--- config.mk ---
export PLATFORM = sky130hd
export DESIGN_NAME = mdl_front
export DESIGN_NICKNAME = d
export VERILOG_FILES = /design/src/rtl/mdl_pkg.sv /design/src/rtl/mdl_front.sv
export SDC_FILE = /design/constraint.sdc
export NUM_CORES = 1
export LEC_CHECK = 0
export CORE_MARGIN = 1
export CORE_UTILIZATION = 55
export CTS_BUF_LIST = sky130_fd_sc_hd__clkbuf_4
export DETAILED_ROUTE_END_ITERATION = 12
export DONT_BUFFER_PORTS = 1
export PLACE_DENSITY = 0.81
export SLEW_MARGIN = 20
export SYNTH_ARGS = -nofsm -noshare
export SYNTH_HDL_FRONTEND = slang
export SYNTH_SLANG_ARGS = --single-unit
--- constraint.sdc ---
create_clock -name clk -period 6.8 [get_ports clk]
set_clock_uncertainty 0.1 [all_clocks]
set_input_delay 1.02 -clock clk [delete_from_list [all_inputs] [get_ports clk]]
set_output_delay 1.02 -clock clk [all_outputs]
set_load 0.1 [all_outputs]
--- src/rtl/mdl_pkg.sv ---
// ----------------------------------------------------------------------------
// Modulated delay line package
// Shared widths, constants and the back-end sequencer states.
// ----------------------------------------------------------------------------
`default_nettype none

package mdl_pkg;

  // Fixed field widths of the sample and offset formats
  localparam int SAMPLE_BITS = 24;                          // Q1.23 samples
  localparam int FRAC_BITS   = 8;                           // fraction bits of the offset
  localparam int OFFSET_BITS = 21;                          // Q12.8 signed offset
  localparam int IP_BITS     = OFFSET_BITS - 1 - FRAC_BITS; // integer part of the offset
  localparam int LEN_BITS    = 12;                          // delay length register

  // Channel stores
  localparam int CHANNELS = 2;
  localparam int CH_BITS  = 1;

  // Default store depth per channel
  localparam int DEPTH_DEF = 4096;

  // Entries of the queue between front and back
  localparam int QUEUE_DEPTH = 2;

  // Back-end sequencer: store clearing, first tap read, second tap read and write
  typedef enum logic [1:0] {
    BK_CLEAR,
    BK_READ0,
    BK_READ1
  } mdl_back_state_t;

endpackage

`default_nettype wire

--- src/rtl/mdl_front.sv ---
// ----------------------------------------------------------------------------
// Modulated delay line front end
// Accepts transactions, clamps the offset and works out both tap positions
// and the write position in a three-stage pipeline.
// ----------------------------------------------------------------------------
`default_nettype none

module mdl_front
  import mdl_pkg::*;
#(
  parameter int DEPTH = DEPTH_DEF,
  localparam int AW = (DEPTH > 1) ? $clog2(DEPTH) : 1,
  localparam int QW = CH_BITS + SAMPLE_BITS + FRAC_BITS + 3 * AW
) (
  input  wire logic                          clk,
  input  wire logic                          rst,
  input  wire logic                          hold,
  input  wire logic        [LEN_BITS-1:0]    delay_length,
  input  wire logic                          in_valid,
  output logic                               in_ready,
  input  wire logic        [CH_BITS-1:0]     channel,
  input  wire logic signed [SAMPLE_BITS-1:0] sample_in,
  input  wire logic signed [OFFSET_BITS-1:0] mod_offset,
  input  wire logic                          end_of_frame,
  output logic                               q_valid,
  input  wire logic                          q_ready,
  output logic             [QW-1:0]          q_data
);

  localparam int XW = ((AW > LEN_BITS) ? AW : LEN_BITS) + 2;
  localparam int RS = 2 * IP_BITS;
  localparam int PW = IP_BITS + RS;
  localparam int MW = IP_BITS + AW + 1;
  localparam logic [RS-1:0] RECIP    = RS'((64'd1 << RS) / DEPTH);
  localparam logic [XW-1:0] DEPTH_X  = XW'(DEPTH);
  localparam logic [MW-1:0] DEPTH_M  = MW'(DEPTH);
  localparam logic [AW-1:0] LAST_POS = AW'(DEPTH - 1);

  logic accept;
  logic s1_move;
  logic s2_move;
  logic s3_move;

  logic [AW-1:0] wp;
  logic [AW-1:0] wp_next;

  // stage 1: quotient estimate and base position
  logic                   s1_valid;
  logic [CH_BITS-1:0]     s1_ch;
  logic [SAMPLE_BITS-1:0] s1_sample;
  logic [FRAC_BITS-1:0]   s1_frac;
  logic [IP_BITS-1:0]     s1_ip;
  logic [IP_BITS-1:0]     s1_q;
  logic [AW-1:0]          s1_base;
  logic [AW-1:0]          s1_wpos;

  // stage 2: integer part reduced modulo the depth
  logic                   s2_valid;
  logic [CH_BITS-1:0]     s2_ch;
  logic [SAMPLE_BITS-1:0] s2_sample;
  logic [FRAC_BITS-1:0]   s2_frac;
  logic [AW-1:0]          s2_rem;
  logic [AW-1:0]          s2_base;
  logic [AW-1:0]          s2_wpos;

  // stage 3: packed queue entry
  logic          s3_valid;
  logic [QW-1:0] s3_data;

  logic [OFFSET_BITS-2:0] offs_mag;
  logic [IP_BITS-1:0]     ip;
  logic [FRAC_BITS-1:0]   frac;
  logic [PW-1:0]          q_prod;
  logic [XW-1:0]          base_diff;
  logic [XW-1:0]          base_wrap;
  logic [MW-1:0]          qd;
  logic [MW-1:0]          rem_a;
  logic [MW-1:0]          rem_b;
  logic [XW-1:0]          tap_diff;
  logic [XW-1:0]          tap_wrap;
  logic [AW-1:0]          i0;
  logic [AW-1:0]          i1;

  assign s3_move  = s3_valid && q_ready;
  assign s2_move  = s2_valid && (!s3_valid || s3_move);
  assign s1_move  = s1_valid && (!s2_valid || s2_move);
  assign in_ready = !hold && (!s1_valid || s1_move);
  assign accept   = in_valid && in_ready;

  assign q_valid = s3_valid;
  assign q_data  = s3_data;

  always_comb begin
    // negative offset counts as zero delay
    offs_mag = mod_offset[OFFSET_BITS-1] ? '0 : mod_offset[OFFSET_BITS-2:0];
    ip       = offs_mag[OFFSET_BITS-2:FRAC_BITS];
    frac     = offs_mag[FRAC_BITS-1:0];
    // quotient by reciprocal, at most one low
    q_prod   = {{RS{1'b0}}, ip} * {{IP_BITS{1'b0}}, RECIP};
    base_diff = XW'(wp) - XW'(delay_length);
    base_wrap = base_diff[XW-1] ? base_diff + DEPTH_X : base_diff;
    wp_next   = (wp == LAST_POS) ? '0 : wp + AW'(1);

    qd    = MW'(s1_q) * DEPTH_M;
    rem_a = MW'(s1_ip) - qd;
    rem_b = (rem_a >= DEPTH_M) ? rem_a - DEPTH_M : rem_a;

    tap_diff = XW'(s2_base) - XW'(s2_rem);
    tap_wrap = tap_diff[XW-1] ? tap_diff + DEPTH_X : tap_diff;
    i0       = tap_wrap[AW-1:0];
    i1       = (i0 == '0) ? LAST_POS : i0 - AW'(1);
  end

  always_ff @(posedge clk) begin
    if (rst) begin
      wp       <= '0;
      s1_valid <= 1'b0;
      s2_valid <= 1'b0;
      s3_valid <= 1'b0;
    end else begin
      if (accept && end_of_frame) begin
        wp <= wp_next;
      end
      if (accept) begin
        s1_valid <= 1'b1;
      end else if (s1_move) begin
        s1_valid <= 1'b0;
      end
      if (s1_move) begin
        s2_valid <= 1'b1;
      end else if (s2_move) begin
        s2_valid <= 1'b0;
      end
      if (s2_move) begin
        s3_valid <= 1'b1;
      end else if (s3_move) begin
        s3_valid <= 1'b0;
      end
    end
  end

  always_ff @(posedge clk) begin
    if (accept) begin
      s1_ch     <= channel;
      s1_sample <= sample_in;
      s1_frac   <= frac;
      s1_ip     <= ip;
      s1_q      <= q_prod[PW-1:RS];
      s1_base   <= base_wrap[AW-1:0];
      s1_wpos   <= wp;
    end
    if (s1_move) begin
      s2_ch     <= s1_ch;
      s2_sample <= s1_sample;
      s2_frac   <= s1_frac;
      s2_rem    <= rem_b[AW-1:0];
      s2_base   <= s1_base;
      s2_wpos   <= s1_wpos;
    end
    if (s2_move) begin
      s3_data <= {s2_ch, s2_sample, s2_frac, i0, i1, s2_wpos};
    end
  end

endmodule

`default_nettype wire

Word level (Yosys, flattened, before mapping)
Index checks and enable logic that the tools add are counted.
{"block": "word_totals", "out_inout_bits": 71, "reg_bits": 222}
{"block": "classes", "n_reduce_logical": 17, "addsub": 7, "muxes": 10, "n_eq_ne": 1, "n_lt_le_gt_ge": 1}
{"op": "12-bit 2-to-1 mux", "count": 4}
{"op": "12-bit by 1-bit adder with 12-bit output (second input constant)", "count": 3}
{"op": "12-bit by 12-bit subtractor with 13-bit output", "count": 2}
{"op": "12-bit by 1-bit subtractor with 12-bit output (second input constant)", "count": 2}
{"op": "12-bit by 13-bit greater-or-equal comparator with 1-bit output (second input constant)", "count": 1}
{"op": "12-bit == test (second input constant)", "count": 1}
{"op": "12-bit logical NOT", "count": 1}
{"op": "1-bit logical AND", "count": 6}
{"op": "1-bit 2-to-1 mux", "count": 6}
{"op": "2-bit nonzero test", "count": 3}
{"op": "1-bit logical NOT", "count": 4}
{"op": "1-bit logical OR", "count": 3}

Logic depth before layout (Yosys ltp)
{"block": "depth", "ltp_word": 9, "depth_mapped": 12, "mapped_depth_nobuf": 11}

Least setup slack after synthesis
No wires, ideal clock.
{"block": "synth_timing", "kind": "input -> register", "from": "in q_ready", "to": "reg s2_base[0] (enable)", "path_stages": 2, "path_buffers": 0, "t_required_ps": 6098, "t_arrival_ps": 6117, "path_slack_ps": -19, "cell_sequence": "nor2b_1 -> a21boi_0"}
{"block": "synth_via", "elab_chain_len": 5}
{"element": "start: declaration", "line_no": "mdl_front.sv:26", "source": "input wire logic q_ready,"}
{"element": "1-bit logical AND", "line_no": "mdl_front.sv:84", "source": "assign s3_move = s3_valid && q_ready;"}
{"element": "1-bit logical OR", "line_no": "mdl_front.sv:85", "source": "assign s2_move = s2_valid && (!s3_valid || s3_move);"}
{"element": "1-bit logical AND", "line_no": "mdl_front.sv:85"}
{"element": "1-bit logical OR", "line_no": "mdl_front.sv:86", "source": "assign s1_move = s1_valid && (!s2_valid || s2_move);"}
{"element": "1-bit logical AND", "line_no": "mdl_front.sv:86"}
{"element": "named net s1_move", "line_no": "mdl_front.sv:40", "source": "logic s1_move;"}
{"element": "end signal: assignment", "line_no": "mdl_front.sv:157", "source": "s2_base <= s1_base;"}
{"element": "end: declaration", "line_no": "mdl_front.sv:63", "source": "logic [AW-1:0] s2_base;"}
The timed path passes the listed nets, and every way through them passes these cells.
A chain may end at the register's enable or synchronous reset.

Final worst setup path
{"block": "layout_timing", "from": "reg s3_valid (netlist: q_valid)", "to": "out in_ready"}
{"block": "layout_via", "elab_chain_len": 7}
{"element": "start: declaration", "line_no": "mdl_front.sv:67", "source": "logic s3_valid;"}
{"element": "start signal: assignment", "line_no": "mdl_front.sv:119", "source": "s3_valid <= 1'b0;"}
{"element": "start signal: assignment", "line_no": "mdl_front.sv:135", "source": "s3_valid <= 1'b1;"}
{"element": "start signal: assignment", "line_no": "mdl_front.sv:137", "source": "s3_valid <= 1'b0;"}
{"element": "1-bit logical NOT / 1-bit logical AND (equally long branches)", "line_no": "mdl_front.sv:85, mdl_front.sv:84"}
{"element": "1-bit logical OR (*)", "line_no": "mdl_front.sv:85"}
{"element": "1-bit logical AND (*)", "line_no": "mdl_front.sv:85"}
{"element": "1-bit logical OR (*)", "line_no": "mdl_front.sv:86"}
{"element": "1-bit logical AND (*)", "line_no": "mdl_front.sv:86"}
{"element": "1-bit logical OR (*)", "line_no": "mdl_front.sv:87", "source": "assign in_ready = !hold && (!s1_valid || s1_move);"}
{"element": "1-bit logical AND (*)", "line_no": "mdl_front.sv:87"}
{"element": "end: declaration", "line_no": "mdl_front.sv:20", "source": "output logic in_ready,"}
Mark *: on every way between the ends. The rest lies on a longest branch, timed or not.

==> run_results.csv <==
group,metric,value,unit
synth,synth.net_count,627,
layout,nets,679,
route,drtIter0Drc,172,
setup_path,slowest_stage,"nor2b_2",
pwr,clock_power_share,39.0,%
pwr,switching_power,0.592,mW
synth,synth_top_family_by_area,"simple AND/OR/NAND/NOR gates",
setup_path,crit_type,"reg2out",
synth,ys_types,54,
grt,grt_start_max_net_pins,70,
synth,ys_ff_latch,222,
timing,tns,0,ns
clock_network,cts_buffer_depth,3,
route,drtAntennaViolNets,0,
floorplanning,dieHeight,127,µm
pwr,p_per_area,291,nW/µm²
synth,yosys.area_share.simple,8.76,%
synth,syn_area,8530,µm²
setup_path,start_kind,"flip-flop",
synth,synth_compound_area_share,5.24,%
layout,multiInputGateArea,1850,µm²
layout,fillers,1123,
synth,syn_inst,536,
placed_design,hpwl,8430,µm
placed_design,dpl.cell_count,720,
pwr,p_int,2.16,mW
setup_path,crit_path_max_fanout,3,
timing,fin_crit,3.66,ns
layout,final-seq-area,6520,µm²
route,wl_per_cell,15.8,µm
clock_network,clock_latency,0.62,ns
synth,async_reset_ff_share,0,%
route,first_pass_iters,4,
timing,whs,0.312,ns
timing,period_share,53.8,%
route,via_count,4324,
setup_path,r2r_cells,7,
flow_run,max_cap_violations,0,
setup_path,critPathArrivalTime,2.54,ns
timing,rsz0062_at_grt,"false",
hold_path,holdPathStages,0,
hold_path,hp-class,"reg2reg",
pwr,sw_frac_of_total,21.5,%
clock_network,cts_max_level,2,
synth,synthMuxAreaShare,0.117,%
floorplanning,core-area,15100,µm²
setup_path,rr_startpoint,"q_valid",
clock_network,cts_buffers,54,
synth,synth_xor_xnor_area_share,3.18,%
synth,synth-edff-count,207,
setup_path,reg2reg_to,"wp[11]",
layout,syn2layout_area_growth,11.2,%
setup_path,cpPeakStageDelay,0.93,ns
timing,setup_violations,0,
layout,final_common_cell,"edfxtp_1",
synth,synthAdderAreaFrac,4.14,%
timing,finalHoldViolations,0,
synth,synth.avg_cell_area,15.9,µm²
grt,grt_pass1_wl,20400,µm
grt,antenna_found_initial,3,
layout,final_core_util,62.6,%
clock_network,cts_tree,"built",
floorplanning,fp.dieArea,16000,µm²
timing,report.final.slew_viol_count,0,
setup_path,worstPathRequired,5.68,ns
layout,layout_common_cells,"edfxtp_1, clkbuf_4, nor2_1, inv_1, nand2_1",
timing,worst-slew-pin-transition,1.11,ns
grt,grt.overflow.total,0,
setup_path,crit_chain,"nand4b_1 > nor2b_2",
layout,drive_above_1_share,15.9,%
placed_design,gp_congestion,0.823,
hold_path,hold_start,"s2_sample[17]",
clock_network,cts_hold_buf,0,
pwr,p_seq_share,57.9,%
grt,grt_usage,16.5,%
pwr,cellLeakagePower,3.37,nW
clock_network,cts.repair.resized,0,
clock_network,cts_setup_buffers,0,
route,vias_per_cell,5.29,
layout,final_cells,817,
timing,slew_headroom,25.6,%
synth,yosysWarnings,0,
placed_design,io_buffer_count,0,
synth,ys.flop_type,"edfxtp_1",
route,routed_wl,12900,µm
grt,grt_pass1_vias,4328,
pwr,vdd_drop_max,120,µV
synth,ys_seq_area_share,76.4,%
hold_path,min_delay_worst_endpoint,"q_data[61]",
floorplanning,initial_utilization,56.3,%
setup_path,reg2reg_slack,3.30,ns
floorplanning,die_x,127,µm
clock_network,root_buffer,"clkbuf_4",
pwr,combPwrFrac,3.0,%
floorplanning,ios,135,
run_status,status,"finished clean",
clock_network,cts.sinks,222,
clock_network,clk_pin_slew,0.07,ns
setup_path,worstSetupEndpointType,"primary output",
timing,fmax,274,MHz
floorplanning,rows,45,
route,drc_errors,0,
## layer usage
| layer | vias up | routed length (µm) | GRT usage (%) |
|---|---|---|---|
| met2 | 141 | 6600 | 28.6 |
| met3 | 32 | 646 | 4.93 |
| met4 | 2 | 295 | 7.94 |
| met1 | 2025 | 5340 | 18.7 |
| met5 | - | 13 | 0 |
| li1 | 2124 | - | - |
## power groups by stage
stage	sequential [mW]	clock [mW]	combinational, mW
global placement	1.62	0	0.0808
detailed placement	1.63	0	0.0839
CTS	1.60	1.11	0.0844
finish	1.60	1.08	0.0832
floorplan	1.62	0	0.0676
global route	1.60	1.19	0.0939
## cell type report
| type | instances | area share, % |
|---|---|---|
| tap | 188 | 2.48 |
| sequential | 222 | 68.8 |
| inverter | 38 | 1.51 |
| timing repair buffer | 3 | 0.238 |
| antenna | 2 | 0.0528 |
| multi-input combinational | 269 | 19.5 |
| clock inverter | 18 | 1.35 |
| clock buffer | 77 | 6.10 |
## critical path: cells and delay by family, from the launching register on
kind / cells / cell delay, ns
and+or+nand+nor: 2 / 1.25
DFF: 1 / 0.65
## logic make-up after synthesis
| logic type | Yosys count |
|---|---|
| and+or+nand+nor | 145 |
| DFF | 222 |
| buffers and inverters | 45 |
| adders and majority gates | 27 |
| AOI/OAI and AO/OA | 65 |
| xor gates and xnor gates | 31 |
| muxes | 1 |
## registers in the layout (all words and copies together) (netlist names), 8 cells and up
name       count
q_data        69
s1_base       12
s1_frac        8
s1_ip         12
s1_sample     24
s1_wpos       12
s2_base       12
s2_frac        8
s2_rem        12
s2_sample     24
s2_wpos       12
wp            12
## how the worst max path moves through the flow
stage | from | to | slack [ns] | cells past startpoint
floorplan | q_ready | s2_base[0] | 1.81 | 2
global placement | q_ready | wp[11] | 3.27 | 7
detailed placement | q_ready | wp[11] | 3.16 | 7
CTS | q_valid | in_ready | 3.08 | 2
global route | q_valid | in_ready | 3.03 | 2
finish | q_valid | in_ready | 3.14 | 2
## through the flow
step | cell area [µm²] | setup slack [ns] | power (mW)
after CTS | 9470 | 3.08 | 2.79
after detailed placement | 8770 | 3.16 | 1.71
after floorplan | 8530 | 1.81 | 1.69
after global routing | 9480 | 3.03 | 2.88
final | 9480 | 3.14 | 2.75
after global placement | 8770 | 3.27 | 1.70
## cells in the mapped netlist, drive strengths merged, types with 3 or more instances
library cell	n	area [µm²]
a21oi	16	83.8
edfxtp	207	6220
xor2	16	140
dfxtp	15	300
buf	3	23.8
o21ai	16	80.1
nand2	29	114
a21o	5	37.5
nor2	42	158
a21boi	3	22.5
nand2b	4	25.0
nor3	8	51.3
inv	38	143
a211o	3	27.5
xnor2	15	131
nor2b	28	175
or3	3	18.8
nor4	3	18.8
nand4	5	46.3
ha	25	313
o21a	4	30.0
nand3	14	70.1
clkbuf	4	15.0
(Power assumes the default switching activity.)
