<file path="config.mk">
export PLATFORM = sky130hd
export DESIGN_NAME = mdl_fifo
export DESIGN_NICKNAME = d
export VERILOG_FILES = /design/src/rtl/mdl_pkg.sv /design/src/rtl/mdl_fifo.sv
export SDC_FILE = /design/constraint.sdc
export NUM_CORES = 1
export LEC_CHECK = 0
export ABC_AREA = 1
export BUFFER_PORTS_ARGS = -buffer_cell sky130_fd_sc_hd__clkbuf_2
export CAP_MARGIN = 20
export CORE_UTILIZATION = 50
export DETAILED_ROUTE_END_ITERATION = 6
export MAX_ROUTING_LAYER = met4
export PLACE_DENSITY_LB_ADDON = 0.3
export SLEW_MARGIN = 20
export SYNTH_ARGS = -nofsm -noshare
export SYNTH_HDL_FRONTEND = slang
export SYNTH_SLANG_ARGS = --single-unit
</file>
<file path="constraint.sdc">
create_clock -name clk -period 8.9 [get_ports clk]
set_clock_uncertainty 0.1 [all_clocks]
set_input_delay 1.78 -clock clk [delete_from_list [all_inputs] [get_ports clk]]
set_output_delay 1.78 -clock clk [all_outputs]
set_load 0.03 [all_outputs]
</file>
<file path="src/rtl/mdl_pkg.sv">
// ----------------------------------------------------------------------------
// Modulated delay line package
// Shared widths, constants and the back-end sequencer states.
// ----------------------------------------------------------------------------
`default_nettype none

package mdl_pkg;

  // Fixed field widths of the sample and offset formats
  localparam int SAMPLE_BITS = 24;                          // Q1.23 samples
  localparam int FRAC_BITS   = 8;                           // fraction bits of the offset
  localparam int OFFSET_BITS = 21;                          // Q12.8 signed offset
  localparam int IP_BITS     = OFFSET_BITS - 1 - FRAC_BITS; // integer part of the offset
  localparam int LEN_BITS    = 12;                          // delay length register

  // Channel stores
  localparam int CHANNELS = 2;
  localparam int CH_BITS  = 1;

  // Default store depth per channel
  localparam int DEPTH_DEF = 4096;

  // Entries of the queue between front and back
  localparam int QUEUE_DEPTH = 2;

  // Back-end sequencer: store clearing, first tap read, second tap read and write
  typedef enum logic [1:0] {
    BK_CLEAR,
    BK_READ0,
    BK_READ1
  } mdl_back_state_t;

endpackage

`default_nettype wire

</file>
<file path="src/rtl/mdl_fifo.sv">
// ----------------------------------------------------------------------------
// Modulated delay line queue
// Short register queue that decouples the address front end from the
// memory back end.
// ----------------------------------------------------------------------------
`default_nettype none

module mdl_fifo
  import mdl_pkg::*;
#(
  parameter int WIDTH = 64
) (
  input  wire logic             clk,
  input  wire logic             rst,
  input  wire logic             wr_valid,
  output logic                  wr_ready,
  input  wire logic [WIDTH-1:0] wr_data,
  output logic                  rd_valid,
  input  wire logic             rd_ready,
  output logic      [WIDTH-1:0] rd_data
);

  localparam int PW = (QUEUE_DEPTH > 1) ? $clog2(QUEUE_DEPTH) : 1;
  localparam int CW = $clog2(QUEUE_DEPTH + 1);
  localparam logic [PW-1:0] LAST = PW'(QUEUE_DEPTH - 1);
  localparam logic [CW-1:0] FULL = CW'(QUEUE_DEPTH);

  logic [WIDTH-1:0] entries [QUEUE_DEPTH];
  logic [PW-1:0]    wr_ptr;
  logic [PW-1:0]    rd_ptr;
  logic [CW-1:0]    count;
  logic             push;
  logic             pop;

  assign wr_ready = (count != FULL);
  assign rd_valid = (count != '0);
  assign rd_data  = entries[rd_ptr];
  assign push     = wr_valid && wr_ready;
  assign pop      = rd_valid && rd_ready;

  always_ff @(posedge clk) begin
    if (rst) begin
      wr_ptr <= '0;
      rd_ptr <= '0;
      count  <= '0;
    end else begin
      if (push) begin
        wr_ptr <= (wr_ptr == LAST) ? '0 : wr_ptr + PW'(1);
      end
      if (pop) begin
        rd_ptr <= (rd_ptr == LAST) ? '0 : rd_ptr + PW'(1);
      end
      case ({push, pop})
        2'b10:   count <= count + CW'(1);
        2'b01:   count <= count - CW'(1);
        default: count <= count;
      endcase
    end
  end

  always_ff @(posedge clk) begin
    if (push) begin
      entries[wr_ptr] <= wr_data;
    end
  end

endmodule

`default_nettype wire

</file>
Yosys cells after proc, flatten, opt, wreduce, memory -nomap -nowiden
Memory sizes are Yosys's and may differ from the RTL's. A register that Yosys moved wholly into a read port is not among the register bits.
Index checks and enable logic that the tools add are counted.
- register bits after elaboration: 4
- memory bits (writable): 128
- input bits: 68
- output and inout bits: 66
- logic and storage cells: 22
- memories: 1
- $add $sub $neg: 4
- eq/ne operators: 3
- mux-type cells: 7
- reductions and logical operators: 4
- memory list (memory ; words ; bits a word ; rd ports ; clocked after memory_dff ; wr ports ; line ; RTL):
    entries ; 2 ; 64 ; 1 ; 1 ; 1 ; mdl_fifo.sv:28 ; logic [WIDTH-1:0] entries [QUEUE_DEPTH];
- operators with widths (kind ; count):
    two-way mux 1 bit ; 6
    one-hot mux 2 bit (2 select lines) ; 1
    nonzero test 2 bit ; 2
    adder 1 bit (second input constant) ; 2
    adder 2 x 1 -> 2 bit (second input constant) ; 1
    equality test 2 x 1 -> 1 bit (second input constant) ; 1
    equality test 2 bit (second input constant) ; 1
    logical AND 1 bit ; 2
    inequality test 2 bit (second input constant) ; 1
    subtractor 2 x 1 -> 2 bit (second input constant) ; 1

Logic depth before layout (Yosys ltp)
Gate-level depths: netlist of run 1.
- depth after elaboration: 4
- depth in mapped cells: 10

Least setup slack after synthesis of run 1
OpenSTA, ideal clock, no wires.
- path type: input -> register
- from: input wr_valid
- to: memory entries[0][0], enable pin
- data arrival time: 4567 ps
- required time: 8313 ps
- setup slack: 3746 ps
- cell stages on the path: 2
- cells stage by stage: nand2_1 -> nor2_1
- longest elaborated chain between the ends: 3
- RTL lines (item ; line ; RTL):
    from (decl) ; mdl_fifo.sv:15 ; input wire logic wr_valid,
    logical AND 1 bit ; mdl_fifo.sv:38 ; assign push = wr_valid && wr_ready;
    two-way mux 1 bit ; mdl_fifo.sv:62 ; if (push) begin
    two-way mux 1 bit (not written as such) ; mdl_fifo.sv:63 ; entries[wr_ptr] <= wr_data;
    to (decl) ; mdl_fifo.sv:28 ;
Every way passes these cells.

==> results of run 1 <==
==> kinds of logic after synthesis <==
| logic type | after synthesis | synth area share, % |
|---|---|---|
| adder cells (fa/ha/maj) | 1 | 0.242 |
| AO/OA/AOI/OAI | 5 | 0.485 |
| flip-flops | 133 | 76.4 |
| buffers and inverters | 15 | 3.13 |
| AND/OR/NAND/NOR | 19 | 1.43 |
| multiplexers | 64 | 18.3 |
==> per-stage QoR <==
| stage | power (mW) | worst slack, ns | instances | cell area [um^2] | hold WS, ns |
|---|---|---|---|---|---|
| floorplan | 1.16 | 3.75 | 237 | 5160 | 0.365 |
| global placement | 1.24 | 5.10 | 499 | 5900 | 0.380 |
| detailed placement | 1.24 | 5.10 | 499 | 5900 | 0.398 |
| CTS | 1.93 | 4.54 | 531 | 6500 | 0.417 |
| global route | 1.98 | 4.46 | 531 | 6500 | 0.451 |
| finish | 1.91 | 4.58 | 531 | 6500 | 0.416 |
==> registers in the layout, indices dropped and copies added (netlist names), named ones only <==
register / flops
entries: 128
count: 2
rd_ptr: 1
wr_ptr: 1
==> layer usage <==
layer	routed length, um	up-vias	track usage [%]
met3	510	21	5.35
met5	0	-	-
met1	3400	1251	17.5
met4	180	0	9.73
li1	-	1217	-
met2	4170	109	27.9
==> cell type report <==
| cell class | count | area, um^2 |
|---|---|---|
| sequential | 133 | 3950 |
| multi-input combinational | 89 | 1070 |
| timing repair buffer | 136 | 688 |
| fill | 706 | 3410 |
| clock inverter | 9 | 126 |
| clock buffer | 23 | 467 |
| tap | 133 | 166 |
| inverter | 8 | 30.0 |
==> cells in the final DEF (no fill, tap or decap) <==
master | Yosys | routed
clkinvlp_4 | 0 | 3
o21ai_0 | 3 | 3
inv_1 | 8 | 8
ha_1 | 1 | 1
edfxtp_1 | 128 | 128
nand2_1 | 8 | 8
a21oi_1 | 2 | 2
clkinv_2 | 0 | 2
nand4_1 | 1 | 1
nor2_1 | 10 | 8
dfxtp_1 | 5 | 4
clkbuf_2 | 0 | 133
mux2_2 | 4 | 4
clkbuf_16 | 0 | 16
buf_4 | 0 | 3
mux2_4 | 60 | 60
dfxtp_4 | 0 | 1
clkinv_1 | 0 | 1
clkbuf_8 | 0 | 4
bufinv_16 | 0 | 3
nor2_4 | 0 | 2
clkbuf_1 | 0 | 3
==> worst paths after layout <==
path	endpoint	startpoint	depth (start not counted)
max reg2reg	entries[0][24]$_DFFE_PP_	count[0]$_SDFFE_PP0P_	5
min	rd_ptr$_SDFFE_PP0P_	rd_ptr$_SDFFE_PP0P_	2
min reg2reg	rd_ptr$_SDFFE_PP0P_	rd_ptr$_SDFFE_PP0P_	2
max	rd_data[46]	flop	3
==> power groups by stage <==
stage / Clock (mW) / Combinational [mW] / Sequential [mW]
after floorplan: 0 / 0.362 / 0.798
after global placement: 0 / 0.434 / 0.801
after detailed placement: 0 / 0.438 / 0.806
after CTS: 0.695 / 0.440 / 0.794
after global routing: 0.719 / 0.459 / 0.799
final: 0.680 / 0.435 / 0.793
==> worst min-delay path, delay by kind of cell, from the launching register on <==
kind             cells  cell delay [ns]
and+or+nand+nor      2             0.15
DFF                  1             0.33
==> results.sh, run 1 <==
export IMPL_outcome="completed"
export IMPL_drt_first_pass_iters=4
export IMPL_fmax_mhz=232
export IMPL_synth_area_leaders="edfxtp_1 (74%), mux2_4 (17%), buf_12 (2.3%)"
export IMPL_drive_above_1_share_pct=58.0
export IMPL_port_buffers=133
export IMPL_cts_resized=0
export IMPL_setup_tns_ns=0
export IMPL_hold_buffers=0
export IMPL_crit_arrival_ns=2.44
export IMPL_synthesis_instances=237
export IMPL_first_iter_violations=94
export IMPL_clockBufferDepth=2
export IMPL_crit_fanout=50
export IMPL_grt_pass1_vias=2766
export IMPL_slew_headroom_pct=38.4
export IMPL_drc=0
export IMPL_cts_setup_buffers=0
export IMPL_cpPeakStageDelay_ns=0.77
export IMPL_path_cells="buf_4 -> mux2_2 -> clkbuf_2"
export IMPL_antenna_left=0
export IMPL_synth_common_cells="edfxtp_1 (128), mux2_4 (60), nor2_1 (10)"
export IMPL_wl_per_cell_um=15.6
export IMPL_ys_warn_count=0
export IMPL_core_um2=9910
export IMPL_max_cap_viol_count=0
export IMPL_vias=2598
export IMPL_slew_violations=0
export IMPL_ys_seq_area_share_pct=76.4
export IMPL_grt_overflow=0
export IMPL_die_h_um=104
export IMPL_synthDistinctLibCells=13
export IMPL_num_rows=36
export IMPL_synth_fp_nets=306
export IMPL_final_period_utilization_pct=48.5
export IMPL_io_pin_count=134
export IMPL_htree_levels=4
export IMPL_grt_usage_pct=16.8
export IMPL_ff2ff_setup_slack_ns=6.49
export IMPL_cts_sinks=133
export IMPL_ys_ff_latch=133
export IMPL_hp_class="reg -> reg"
export IMPL_power_frac_comb_pct=22.8
export IMPL_vias_per_cell=4.89
export IMPL_drt_wl_total_mm=8.26
export IMPL_vdd_drop_max_mv=0.169
export IMPL_grt_pass1_wl_mm=12.7
export IMPL_p_clk_share_pct=35.7
export IMPL_critPathKind="reg -> out"
export IMPL_crit_path_top_delay_cell="buf_4"
export IMPL_start_kind="flop"
export IMPL_place_congestion=0.688
export IMPL_period_needed_ns=4.32
export IMPL_power_density_nw_per_um2=294
export IMPL_grt_max_degree=51
export IMPL_worst_path_dominant_cell_family="buffers and inverters"
export IMPL_swShare_pct=27.6
export IMPL_leakage_nw=2.62
export IMPL_antenna_found_initial=0
export IMPL_setup_viol=0
export IMPL_yosysMostFrequentCell="edfxtp_1"
export IMPL_clk_pin_slew_ns=0.05
export IMPL_syn_avg_cell_area_um2=21.8
export IMPL_net_switching_power_mw=0.526
export IMPL_power_frac_seq_pct=41.6
export IMPL_yosysTopAreaCell="edfxtp_1"
export IMPL_rsz0062_at_grt="false"
export IMPL_ys_flop_type="edfxtp_1"
export IMPL_hpwl_mm=5.24
export IMPL_cts_tree="done"
export IMPL_synth_area_um2=5160
export IMPL_n_antenna_cell=0
export IMPL_cp_required_ns=7.02
export IMPL_tightest_slew_ns=0.924
export IMPL_fin_nets=454
export IMPL_area_growth_pct=25.9
export IMPL_cts_root_buf="clkbuf_8"
export IMPL_path_buf_inv=2
export IMPL_die_w_um=104
export IMPL_dieArea_um2=10700
export IMPL_post_route_util_pct=65.6
export IMPL_initial_core_util_pct=52.1
export IMPL_cts_made_buffers=17
export IMPL_cp_end_kind="output port"
export IMPL_async_reset_ff_share_pct=0
export IMPL_synth_top_area_share_pct=74.5
export IMPL_p_int_mw=1.38
export IMPL_finalHoldViolCount=0
export IMPL_worstSkewPairLatency_ns=0.51
export IMPL_synth_enable_flop_cells=128
No activity file was read; power rests on OpenSTA's default activity.
==> run 2: changes to the inputs <==
--- a/config.mk
+++ b/config.mk
@@ -8,7 +8,7 @@
 export ABC_AREA = 1
 export BUFFER_PORTS_ARGS = -buffer_cell sky130_fd_sc_hd__clkbuf_2
 export CAP_MARGIN = 20
-export CORE_UTILIZATION = 50
+export CORE_UTILIZATION = 47
 export DETAILED_ROUTE_END_ITERATION = 6
 export MAX_ROUTING_LAYER = met4
 export PLACE_DENSITY_LB_ADDON = 0.3
==> constraint.sdc (replaced) <==
create_clock -name clk -period 3.6 [get_ports clk]
set_clock_uncertainty 0.1 [all_clocks]
set_input_delay 0.72 -clock clk [delete_from_list [all_inputs] [get_ports clk]]
set_output_delay 0.72 -clock clk [all_outputs]
set_load 0.03 [all_outputs]
==> results.sh, run 2 (synthesis results as in run 1) <==
export IMPL_hold_ws_ns=0.310
export IMPL_grt_overflow=0
export IMPL_rsz0062_at_grt="false"
export IMPL_r2r_end="entries[1][45]$_DFFE_PP_"
export IMPL_r2r_start="count[0]$_SDFFE_PP0P_"
export IMPL_power_frac_seq_pct=43.1
export IMPL_antenna_left=0
export IMPL_cts_tree="done"
export IMPL_initial_core_util_pct=49.1
export IMPL_final_period_utilization_pct=80.7
export IMPL_area_growth_pct=25.6
export IMPL_start_kind="flop"
export IMPL_final_cell_mix="clkbuf_2 (133), edfxtp_1 (128), mux2_4 (60)"
export IMPL_clockBufferDepth=2
export IMPL_p_clk_share_pct=33.6
export IMPL_finalNonFillerCells=537
export IMPL_first_iter_violations=75
export IMPL_top_regs="entries x128, count x2"
export IMPL_crit_path_top_delay_cell="dfxtp_4"
export IMPL_vias_per_cell=4.76
export IMPL_drt_first_pass_iters=4
export IMPL_n_antenna_cell=0
export IMPL_p_total_mw=4.58
export IMPL_core_um2=10500
export IMPL_slew_violations=0
export IMPL_port_buffers=133
export IMPL_drt_wl_total_mm=8.22
export IMPL_die_h_um=107
export IMPL_cp_required_ns=2.78
export IMPL_path_cells="buf_12 -> mux2_2 -> clkbuf_2"
export IMPL_net_switching_power_mw=1.28
export IMPL_p_int_mw=3.31
export IMPL_setup_tns_ns=0
export IMPL_grt_max_degree=37
export IMPL_grt_usage_pct=15.8
export IMPL_setup_slack_ns=0.696
export IMPL_grt_pass1_vias=2651
export IMPL_leakage_nw=2.63
export IMPL_multi_input_area_um2=1070
export IMPL_slew_headroom_pct=66.7
export IMPL_nFillCells=759
export IMPL_place_congestion=0.687
export IMPL_power_frac_comb_pct=23.3
export IMPL_setup_viol=0
export IMPL_whs_path_depth=1
export IMPL_cpPeakStageDelay_ns=0.66
export IMPL_fin_nets=457
export IMPL_regMostFlops="entries"
export IMPL_grt_pass1_wl_mm=12.7
export IMPL_vias=2556
export IMPL_antenna_found_initial=0
export IMPL_cts_setup_buffers=0
export IMPL_htree_levels=4
export IMPL_crit_arrival_ns=2.08
export IMPL_cts_root_buf="clkbuf_8"
export IMPL_reg2regPathDepth=5
export IMPL_cts_sinks=133
export IMPL_cp_end_kind="output port"
export IMPL_critPathKind="reg -> out"
export IMPL_tightest_slew_ns=0.499
export IMPL_ff2ff_setup_slack_ns=1.81
export IMPL_max_cap_viol_count=0
export IMPL_fin_area_um2=6480
export IMPL_swShare_pct=27.9
export IMPL_post_route_util_pct=61.7
export IMPL_crit_fanout=34
export IMPL_vdd_drop_max_mv=0.357
export IMPL_finalHoldViolCount=0
export IMPL_placed_area_um2=5940
export IMPL_crit_end="rd_data[46]"
export IMPL_period_needed_ns=2.90
export IMPL_worstSkewPairLatency_ns=0.50
export IMPL_drive_above_1_share_pct=57.9
export IMPL_power_density_nw_per_um2=707
export IMPL_mostFrequentLayoutCell="clkbuf_2"
export IMPL_pre_cts_ws_ns=1.21
export IMPL_cts_made_buffers=17
export IMPL_seq_area_um2=3950
export IMPL_place_inst=505
export IMPL_fmax_mhz=344
export IMPL_clk_pin_slew_ns=0.06
export IMPL_dieArea_um2=11400
export IMPL_io_pin_count=134
export IMPL_outcome="completed"
export IMPL_hpwl_mm=5.49
export IMPL_hold_buffers=0
export IMPL_largest_reg_flops=128
export IMPL_drc=0
export IMPL_cts_resized=0
export IMPL_num_rows=37
export IMPL_hp_class="in -> reg"
export IMPL_die_w_um=107
export IMPL_wl_per_cell_um=15.3
[run 2: cell count changes in the layout (fill, tap and decap cells not counted), sizes merged]
cell,previous run,this run
clkbuf,156,160
buf,3,6
clkinvlp,3,0
bufinv,3,1
clkinv,3,4
[run 2: metal layers]
layer | wire, um | GRT usage, % | up-vias
met1 | 3460 | 17.6 | 1257
met5 | 0 | - | -
met2 | 4300 | 26.1 | 84
li1 | - | - | 1213
met4 | 34 | 6.36 | 0
met3 | 435 | 5.41 | 2
[run 2: power by group through the flow]
stage               Clock, mW  Combinational [mW]  Sequential (mW)
finish                   1.54                1.07             1.98
global route             1.64                1.13             1.99
CTS                      1.58                1.08             1.98
detailed placement          0                1.08             2.01
global placement            0                1.07             2.00
floorplan                   0               0.895             1.97
[run 2: cell type report]
type,count,share of cell area (%)
Sequential cell,133,60.9
Multi-Input combinational cell,89,16.5
Timing Repair Buffer,139,11.2
Clock buffer,27,7.58
Tap cell,136,2.62
Clock inverter,5,0.772
Inverter,8,0.463
[run 2: worst min-delay path by stage]
stage,start,end,slack [ns]
final,wr_data[46],entries[0][46]$_DFFE_PP_,0.31
after global routing,wr_data[63],entries[0][63]$_DFFE_PP_,0.28
after CTS,wr_data[46],entries[0][46]$_DFFE_PP_,0.28
after detailed placement,rd_ptr$_SDFFE_PP0P_,rd_ptr$_SDFFE_PP0P_,0.40
after global placement,rd_ptr$_SDFFE_PP0P_,rd_ptr$_SDFFE_PP0P_,0.38
after floorplan,rd_ptr$_SDFFE_PP0P_,flop,0.36
[run 2: critical path: cells and delay by family (launching register included)]
kind                   cells  cell delay, ns
multiplexers               1            0.37
flip-flops                 1            0.66
buffers and inverters      2            0.49
==> run 3: changes to the inputs <==
--- a/config.mk
+++ b/config.mk
@@ -5,10 +5,10 @@
 export SDC_FILE = /design/constraint.sdc
 export NUM_CORES = 1
 export LEC_CHECK = 0
-export ABC_AREA = 1
+export ABC_AREA = 0
 export BUFFER_PORTS_ARGS = -buffer_cell sky130_fd_sc_hd__clkbuf_2
 export CAP_MARGIN = 20
-export CORE_UTILIZATION = 47
+export CORE_UTILIZATION = 46
 export DETAILED_ROUTE_END_ITERATION = 6
 export MAX_ROUTING_LAYER = met4
 export PLACE_DENSITY_LB_ADDON = 0.3
==> constraint.sdc (replaced) <==
create_clock -name clk -period 2.4 [get_ports clk]
set_clock_uncertainty 0.1 [all_clocks]
set_input_delay 0.48 -clock clk [delete_from_list [all_inputs] [get_ports clk]]
set_output_delay 0.48 -clock clk [all_outputs]
set_load 0.03 [all_outputs]
==> results.sh, run 3 <==
export IMPL_outcome="completed"
export IMPL_leakage_nw=2.35
export IMPL_synth_top_area_share_pct=79.7
export IMPL_synthDistinctLibCells=19
export IMPL_vias=2493
export IMPL_cts_root_buf="clkbuf_8"
export IMPL_reg2regPathDepth=4
export IMPL_crit_arrival_ns=1.68
export IMPL_core_um2=10200
export IMPL_regMostFlops="entries"
export IMPL_synth_fp_nets=292
export IMPL_synth_area_um2=4820
export IMPL_n_antenna_cell=0
export IMPL_whs_path_depth=1
export IMPL_fmax_mhz=442
export IMPL_synth_area_leaders="edfxtp_1 (80%), mux2_2 (15%), dfxtp_1 (2.1%)"
export IMPL_grt_usage_pct=16.0
export IMPL_drt_first_pass_iters=4
export IMPL_r2r_start="count[0]$_SDFFE_PP0P_"
export IMPL_cp_required_ns=1.82
export IMPL_area_growth_pct=28.3
export IMPL_initial_core_util_pct=47.1
export IMPL_vdd_drop_max_mv=0.718
export IMPL_setup_tns_ns=0
export IMPL_max_cap_viol_count=0
export IMPL_tightest_slew_ns=0.517
export IMPL_whs_endpoint="entries[0][12]$_DFFE_PP_"
export IMPL_cts_made_buffers=17
export IMPL_drc=0
export IMPL_io_pin_count=134
export IMPL_cpPeakStageDelay_ns=0.39
export IMPL_place_congestion=0.728
export IMPL_num_rows=37
export IMPL_dieArea_um2=10900
export IMPL_cts_tree="done"
export IMPL_crit_path_top_delay_cell="mux2_2"
export IMPL_first_iter_violations=58
export IMPL_rsz0062_at_grt="false"
export IMPL_die_h_um=104
export IMPL_port_buffers=133
export IMPL_clk_pin_slew_ns=0.06
export IMPL_worstSkewPairLatency_ns=0.49
export IMPL_drive_above_1_share_pct=59.3
export IMPL_drt_wl_total_mm=7.84
export IMPL_hp_class="in -> reg"
export IMPL_mostFrequentLayoutCell="clkbuf_2"
export IMPL_grt_max_degree=42
export IMPL_wl_per_cell_um=15.0
export IMPL_pre_cts_ws_ns=0.534
export IMPL_largest_reg_flops=128
export IMPL_synth_enable_flop_cells=128
export IMPL_slew_violations=0
export IMPL_ys_ff_latch=133
export IMPL_ys_seq_area_share_pct=81.8
export IMPL_power_density_nw_per_um2=1190
export IMPL_top_regs="entries x128, count x2"
export IMPL_critPathKind="reg -> out"
export IMPL_async_reset_ff_share_pct=0
export IMPL_grt_pass1_wl_mm=12.5
export IMPL_ff2ff_setup_slack_ns=0.57
export IMPL_finalHoldViolCount=0
export IMPL_cp_end_kind="output port"
export IMPL_synthesis_instances=223
export IMPL_syn_avg_cell_area_um2=21.6
export IMPL_start_kind="flop"
export IMPL_vias_per_cell=4.78
export IMPL_grt_overflow=0
export IMPL_crit_fanout=41
export IMPL_yosysTopAreaCell="edfxtp_1"
export IMPL_fin_nets=443
export IMPL_antenna_found_initial=0
export IMPL_path_buf_inv=2
export IMPL_path_cells="buf_12 -> mux2_2 -> clkbuf_2"
export IMPL_ys_warn_count=0
export IMPL_worstHoldStart="wr_data[12]"
export IMPL_setup_slack_ns=0.136
export IMPL_worst_path_dominant_cell_family="buffers and inverters"
export IMPL_nFillCells=778
export IMPL_ys_flop_type="edfxtp_1"
export IMPL_r2r_end="entries[0][20]$_DFFE_PP_"
export IMPL_cts_sinks=133
export IMPL_grt_pass1_vias=2615
export IMPL_final_period_utilization_pct=94.3
export IMPL_final_cell_mix="clkbuf_2 (133), edfxtp_1 (128), mux2_2 (64)"
export IMPL_clockBufferDepth=2
export IMPL_slew_headroom_pct=65.5
export IMPL_antenna_left=0
export IMPL_yosysMostFrequentCell="edfxtp_1"
export IMPL_period_needed_ns=2.26
export IMPL_hpwl_mm=5.04
export IMPL_synth_common_cells="edfxtp_1 (128), mux2_2 (64), buf_2 (7)"
export IMPL_die_w_um=104
export IMPL_htree_levels=4
export IMPL_setup_viol=0
==> run 3: cell count changes in the layout (fill, tap and decap cells not counted), sizes merged, moves of 2 or more <==
cell / delta
inv: -8
o21ai: -2
nand2: -7
xnor2: +2
clkbuf: -5
clkinv: +5
nor2: -7
==> run 3: metrics by stage <==
step / hold slack (ns) / utilization (%) / instances / power (mW) / instance area, um^2
finish: 0.0750 / 60.5 / 522 / 7.35 / 6190
global route: 0.0334 / 60.5 / 522 / 7.68 / 6190
CTS: 0.0427 / 60.4 / 522 / 7.45 / 6180
detailed placement: 0.400 / 55.8 / 491 / 5.38 / 5710
global placement: 0.394 / 55.8 / 491 / 5.35 / 5710
floorplan: 0.374 / - / 223 / 4.73 / 4830
==> run 3: cell families after synthesis <==
| family | count (synthesis) | share of synthesized area (%) |
|---|---|---|
| buf+inv | 8 | 0.804 |
| fa+ha+maj | 1 | 0.259 |
| xor+xnor | 3 | 0.545 |
| flops | 133 | 81.8 |
| mux | 64 | 14.9 |
| simple gates | 9 | 0.986 |
| compound gates | 5 | 0.675 |
==> run 3: timing repair <==
item | CTS | global route
hold buffers | 0 | 0
resized for setup | 0 | 1
hold endpoints to repair | 0 | 0
buffers inserted | 0 | 0
setup endpoints to repair | 0 | 16
==> run 3: worst register-to-register path: stages, from the launching register on <==
cell        delay, ns
dfxtp_1          0.35
nand2b_1         0.22
nand3b_1         0.18
clkinvlp_4       0.39
buf_12           0.33
==> run 3: worst max path at each step <==
stage | from | endpoint | depth (start not counted)
after detailed placement | wr_valid | entries[0][23]$_DFFE_PP_ | 4
after CTS | flop | rd_data[46] | 3
after floorplan | count[0]$_SDFFE_PP0P_ | entries[0][0]$_DFFE_PP_ | 3
after global placement | wr_valid | entries[0][26]$_DFFE_PP_ | 4
after global routing | flop | rd_data[4] | 3
final | flop | rd_data[4] | 3
==> run 3: layout make-up <==
type	instances	area [um^2]	area share (%)
clock inverters	9	38.8	0.627
repair buffers	139	752	12.2
clock buffers	22	433	7.00
well taps	136	170	2.75
inverters	1	7.51	0.121
multi-input cells	82	841	13.6
flip-flops and latches	133	3950	63.8
==> run 3: report_power, final <==
group	internal [mW]	total (mW)	switching (mW)	leakage [nW]
sequential	2.93	3.02	0.0867	1.24
clock	1.23	2.04	0.809	0.234
combinational	0.819	2.29	1.47	0.878
total	4.99	7.35	2.37	2.35
==> run 3: routing by layer <==
| metal | vias to the layer above | GRT usage (%) | wire length, um |
|---|---|---|---|
| met3 | 5 | 5.70 | 424 |
| met1 | 1216 | 18.8 | 3390 |
| met2 | 87 | 25.3 | 3980 |
| li1 | 1185 | - | - |
| met4 | 0 | 6.12 | 47 |
| met5 | - | - | 0 |
